<file path="src/rtl/sha8_pkg.sv">
// Package with SHA-512 constants, types and round functions for the eight-lane hash.
package sha8_pkg;

  localparam int DefLanes = 8;

  typedef enum logic [1:0] {
    CMD_START = 2'd0,
    CMD_LOAD  = 2'd1,
    CMD_PRIOR = 2'd2,
    CMD_MSG   = 2'd3
  } cmd_t;

  typedef enum logic [2:0] {
    ST_IDLE,
    ST_PAD,
    ST_ROUND,
    ST_FEED,
    ST_OUT
  } state_t;

  // Control from the sequencer to the round unit.
  typedef struct packed {
    logic       init;
    logic       round;
    logic [6:0] rnd;
  } rctl_t;

  function automatic logic [63:0] iv_word(input logic [2:0] i);
    logic [63:0] r;
    case (i)
      3'd0: r = 64'h6a09e667f3bcc908;
      3'd1: r = 64'hbb67ae8584caa73b;
      3'd2: r = 64'h3c6ef372fe94f82b;
      3'd3: r = 64'ha54ff53a5f1d36f1;
      3'd4: r = 64'h510e527fade682d1;
      3'd5: r = 64'h9b05688c2b3e6c1f;
      3'd6: r = 64'h1f83d9abfb41bd6b;
      default: r = 64'h5be0cd19137e2179;
    endcase
    return r;
  endfunction

  localparam logic [63:0] RC [80] = '{
    64'h428a2f98d728ae22, 64'h7137449123ef65cd, 64'hb5c0fbcfec4d3b2f, 64'he9b5dba58189dbbc,
    64'h3956c25bf348b538, 64'h59f111f1b605d019, 64'h923f82a4af194f9b, 64'hab1c5ed5da6d8118,
    64'hd807aa98a3030242, 64'h12835b0145706fbe, 64'h243185be4ee4b28c, 64'h550c7dc3d5ffb4e2,
    64'h72be5d74f27b896f, 64'h80deb1fe3b1696b1, 64'h9bdc06a725c71235, 64'hc19bf174cf692694,
    64'he49b69c19ef14ad2, 64'hefbe4786384f25e3, 64'h0fc19dc68b8cd5b5, 64'h240ca1cc77ac9c65,
    64'h2de92c6f592b0275, 64'h4a7484aa6ea6e483, 64'h5cb0a9dcbd41fbd4, 64'h76f988da831153b5,
    64'h983e5152ee66dfab, 64'ha831c66d2db43210, 64'hb00327c898fb213f, 64'hbf597fc7beef0ee4,
    64'hc6e00bf33da88fc2, 64'hd5a79147930aa725, 64'h06ca6351e003826f, 64'h142929670a0e6e70,
    64'h27b70a8546d22ffc, 64'h2e1b21385c26c926, 64'h4d2c6dfc5ac42aed, 64'h53380d139d95b3df,
    64'h650a73548baf63de, 64'h766a0abb3c77b2a8, 64'h81c2c92e47edaee6, 64'h92722c851482353b,
    64'ha2bfe8a14cf10364, 64'ha81a664bbc423001, 64'hc24b8b70d0f89791, 64'hc76c51a30654be30,
    64'hd192e819d6ef5218, 64'hd69906245565a910, 64'hf40e35855771202a, 64'h106aa07032bbd1b8,
    64'h19a4c116b8d2d0c8, 64'h1e376c085141ab53, 64'h2748774cdf8eeb99, 64'h34b0bcb5e19b48a8,
    64'h391c0cb3c5c95a63, 64'h4ed8aa4ae3418acb, 64'h5b9cca4f7763e373, 64'h682e6ff3d6b2b8a3,
    64'h748f82ee5defb2fc, 64'h78a5636f43172f60, 64'h84c87814a1f0ab72, 64'h8cc702081a6439ec,
    64'h90befffa23631e28, 64'ha4506cebde82bde9, 64'hbef9a3f7b2c67915, 64'hc67178f2e372532b,
    64'hca273eceea26619c, 64'hd186b8c721c0c207, 64'heada7dd6cde0eb1e, 64'hf57d4f7fee6ed178,
    64'h06f067aa72176fba, 64'h0a637dc5a2c898a6, 64'h113f9804bef90dae, 64'h1b710b35131c471b,
    64'h28db77f523047d84, 64'h32caab7b40c72493, 64'h3c9ebe0a15c9bebc, 64'h431d67c49c100d4c,
    64'h4cc5d4becb3e42b6, 64'h597f299cfc657e2a, 64'h5fcb6fab3ad6faec, 64'h6c44198c4a475817
  };

  function automatic logic [63:0] rotr(input logic [63:0] x, input int r);
    return (x >> r) | (x << (64 - r));
  endfunction

endpackage

</file>
<file path="src/rtl/sha8_eight_lane_top_dummy.sv">
// Output register that holds one digest word of every lane until it is taken.
module sha8_out
  import sha8_pkg::*;
#(
  parameter int Lanes = DefLanes
) (
  input  logic                  clk,
  input  logic                  rst,
  input  logic                  load,
  input  logic [Lanes*64-1:0]   d,
  input  logic [2:0]            idx,
  input  logic                  take,
  output logic                  valid,
  output logic [Lanes*64+2:0]   q
);
  always_ff @(posedge clk) begin
    if (rst) valid <= 1'b0;
    else if (load) valid <= 1'b1;
    else if (take) valid <= 1'b0;
    if (load) q <= {d, idx};
  end
endmodule

</file>
<file path="config.mk">
export PLATFORM = sky130hd
export DESIGN_NAME = sha8_out
export DESIGN_NICKNAME = d
export VERILOG_FILES = /design/src/rtl/sha8_pkg.sv /design/src/rtl/sha8_eight_lane_top_dummy.sv
export SDC_FILE = /design/constraint.sdc
export NUM_CORES = 1
export LEC_CHECK = 0
export BUFFER_PORTS_ARGS = -buffer_cell sky130_fd_sc_hd__buf_4
export CAP_MARGIN = 10
export CORE_AREA = 2 2 404 406
export CTS_CLUSTER_DIAMETER = 30
export DETAILED_ROUTE_END_ITERATION = 10
export DIE_AREA = 0 0 406 408
export PLACE_DENSITY_LB_ADDON = 0.25
export RECOVER_POWER = 100
export SLEW_MARGIN = 15
export SYNTH_ARGS = -nofsm -noshare
export SYNTH_HDL_FRONTEND = slang
export SYNTH_SLANG_ARGS = --single-unit
</file>
<file path="constraint.sdc">
create_clock -name clk -period 1.02 [get_ports clk]
set_input_delay 0.051 -clock clk [delete_from_list [all_inputs] [get_ports clk]]
set_output_delay 0.051 -clock clk [all_outputs]
set_load 0.01 [all_outputs]
</file>
==> results of run 1 <==
[synthesized netlist by cell type]
library cell  number
a21oi_2            1
edfxtp_1         515
nand2b_1           1
dfxtp_1            1
inv_1              1
[metrics by stage]
step	instance area, um^2	hold WS, ns
floorplan	15500	0.113
detailed placement	26500	0.216
global placement	26500	0.216
[logic make-up after synthesis]
family,count (synthesis),synth area share
AND/OR/NAND/NOR,1,0.000404
AO/OA/AOI/OAI,1,0.000565
flip-flops,516,0.999
buffers and inverters,1,0.000242
==> impl_metrics.toml, run 1 <==
[status]
status = "stopped before the end"
lastStage = "clock tree synthesis"
firstError = "[ERROR RSZ-0060] Max buffer count reached."

[clocking]
cts_hold_buf = 810
post_cts_buffers = 0
post_cts_resized = 412
clkSinkCount = 516
root_buffer = "clkbuf_16"
cts.htree.levels = 4
cts_buffers = 149
clockBufferDepth = 3

[floorplan]
placementRows = 148
die_h_um = 408
start_util = 0.0959
die_w_um = 406
num_io_pins = 1035

[place]
dp.final_hpwl_um = 71400
gp_congestion = 0.779
portBuffers = 1034
place_ws_ns = -0.0740
dp.cells = 3774

[yosys]
syn-cell-area_um2 = 15500
avgSynthCellArea_um2 = 29.9
synth_top_area_frac = 0.997
synth_top_area_cell = "edfxtp_1"
ys_seq_area_frac = 0.999
synth_warnings = 0
synth_cell_types = 5
synth_area_leaders = "edfxtp_1 100%, dfxtp_1 0.13%, a21oi_2 0.056%"
synth-seq-cells = 516
syn_inst = 519
synth.net_count = 1038
==> run 2: changes to the inputs <==
--- a/config.mk
+++ b/config.mk
@@ -7,11 +7,10 @@
 export LEC_CHECK = 0
 export BUFFER_PORTS_ARGS = -buffer_cell sky130_fd_sc_hd__buf_4
 export CAP_MARGIN = 10
-export CORE_AREA = 2 2 404 406
-export CTS_CLUSTER_DIAMETER = 30
+export CORE_AREA = 2 2 402 404
 export DETAILED_ROUTE_END_ITERATION = 10
-export DIE_AREA = 0 0 406 408
-export PLACE_DENSITY_LB_ADDON = 0.25
+export DIE_AREA = 0 0 404 406
+export PLACE_DENSITY_LB_ADDON = 0.15
 export RECOVER_POWER = 100
 export SLEW_MARGIN = 15
 export SYNTH_ARGS = -nofsm -noshare
==> run 2 against run 1 <==
Against the previous run:
- the flow now finishes, with violations (negative setup slack)
- synthesized cell count unchanged
- area after synthesis stayed put
==> impl_metrics.toml, run 2 <==
[clocking]
cts_buffers = 69
clkSinkCount = 516
post_cts_buffers = 0
root_buffer = "clkbuf_16"
clk_latency_ns = 0.62
clkTransAtPathRegs_ns = 0.05
clockBufferDepth = 3
cts_tree = "built"
cts.htree.levels = 3

[pwr]
peakVddDrop_mv = 1.37
p_leak_nw = 13.7
p_per_area_nw_per_um2 = 1680

[status]
status = "finished, violations left"
violations = "negative setup slack"

[sta]
post-route-period-util = 1.37
fmax_mhz = 714
worst_slack_ns = -0.381
hold_viol_final = 0
period_needed_ns = 1.40
slew_headroom = 0.652
rsz0062_at_grt = "true"
fin_setup_tns_ns = -133.39
setup_viol = 958
slew_violations = 0
finClkSkew_ns = 0
tightest_slew_ns = 0.522

[critical_path]
path_cells = "buf_6"
path_class = "reg -> out"
crit_family = "flip-flops"
required_ns = 0.97
cp_num_buf_inv = 1
start_kind = "flop"
cp_max_fo = 1
cp-end-kind = "output pin"
regToRegSetupSlack_ns = 0.43
cp.arrival_ns = 1.35
crit_path_max_incr_delay_ns = 0.53
cp_slowest_cell = "edfxtp_1"
r2r_cells = 2
cp.depth = 1

[yosys]
async_reset_ff_frac = 0
avgSynthCellArea_um2 = 29.9
synth-seq-cells = 516
synth_ff_type = "edfxtp_1"
yosys.cell_count.top_type = "edfxtp_1"
syn-cell-area_um2 = 15500
synth_edf_count = 515
ys_seq_area_frac = 0.999
synth_cell_types = 5
synth_warnings = 0
synth_area_leaders = "edfxtp_1 100%, dfxtp_1 0.13%, a21oi_2 0.056%"
yosys-top-cells-count = "515 x edfxtp_1, 1 x a21oi_2, 1 x dfxtp_1, 1 x inv_1, 1 x nand2b_1"
syn_inst = 519
synth.net_count = 1038
synth_top_area_cell = "edfxtp_1"
synth_top_area_frac = 0.997

[layout]
largest_reg_flops = 515
drive_gt1_frac = 0.476
layout_common_cells = "518 x dlygate4sd3_1, 515 x edfxtp_1, 503 x buf_6, 408 x clkbuf_4, 127 x clkbuf_1"
top_regs = "q (515), valid (1)"
area_growth_syn_to_layout_pct = 127
n_fill_cell = 17100
nNetsFinal = 2702
top_register = "q"
fin_cells = 4343
multi_input_area_um2 = 15.0
final_common_cell = "dlygate4sd3_1"
seq_area_um2 = 15500

[floorplan]
start_util = 0.0971
die_area_um2 = 164000
die_w_um = 404
core_area_um2 = 160000
die_h_um = 406
placementRows = 147
num_io_pins = 1035

[global_route]
antenna_found_initial = 40
grt-ovfl-total = 0
grt_pass1_wl_um = 110000
first_global_vias = 13700
grt_max_degree = 37
grt.total_usage = 0.0982

[drt]
drt_iter0_markers = 447
totalWireLength_um = 83900
route.detailed.drc = 0
num_vias = 12200
ant_nets = 0
firstDrtPassIters = 4
routedWlPerCell_um = 19.3
vias_per_cell = 2.80

[place]
gp_congestion = 0.818
portBuffers = 1034
dp.cells = 3680
dp.final_hpwl_um = 69200

[worst_hold_path]
whs_path_depth = 3
hold_class = "in -> reg"

[run]
cap_viol_max_count = 0
[run 2: worst paths after layout]
kind | startpoint | end
worst min register to register | valid | valid
worst max-delay path | q[111] | q[111]
worst max register to register | valid | valid
worst min-delay path | rst | valid
[run 2: timing repair]
action                                  4_1_cts  5_1_grt
gates resized for setup                     442       60
hold endpoints to repair                    528        0
endpoints found under the setup margin      516      516
hold buffers                                518        0
[run 2: through the flow]
step	hold slack (ns)	utilization	total power, mW	setup slack (ns)	area (um^2)
floorplan	0.113	-	27.0	0.410	15500
global placement	0.216	0.165	32.8	-0.000591	26300
detailed placement	0.209	0.165	32.7	-0.00883	26300
CTS	0.0352	0.222	60.8	-0.435	35400
global route	0.0720	0.221	61.8	-0.435	35200
finish	0.119	0.221	59.2	-0.381	35300
[run 2: layout make-up]
type                    count  share of cell area
diodes                     22             0.00156
flip-flops and latches    516               0.439
inverters                   1            0.000106
well taps                2086              0.0740
clock buffers              89              0.0523
clock inverters            34              0.0113
multi-input cells           2            0.000426
repair buffers           1593               0.421
[run 2: cell families after synthesis]
kind of cell	count (synthesis)	share of synthesized area
and+or+nand+nor	1	0.000404
buffers and inverters	1	0.000242
DFF	516	0.999
AOI/OAI and AO/OA	1	0.000565
[run 2: routing by layer]
metal / track usage / share of wire
met1: 0.103 / 0.36
met2: 0.181 / 0.54
met3: 0.0347 / 0.072
met4: 0.0310 / 0.028
met5: 0 / 0.0012
[run 2: tightest hold or removal path: cells and delay by family]
kind / cells / cell delay [ns]
buffers and inverters: 2 / 0.64
AOI/OAI and AO/OA: 1 / 0.02
[run 2: power breakdown]
group | switching (mW) | internal, mW
Combinational | 3.37 | 5.24
Clock | 9.63 | 14.8
Sequential | 0.885 | 25.3
No activity file was read; power rests on OpenSTA's default activity.
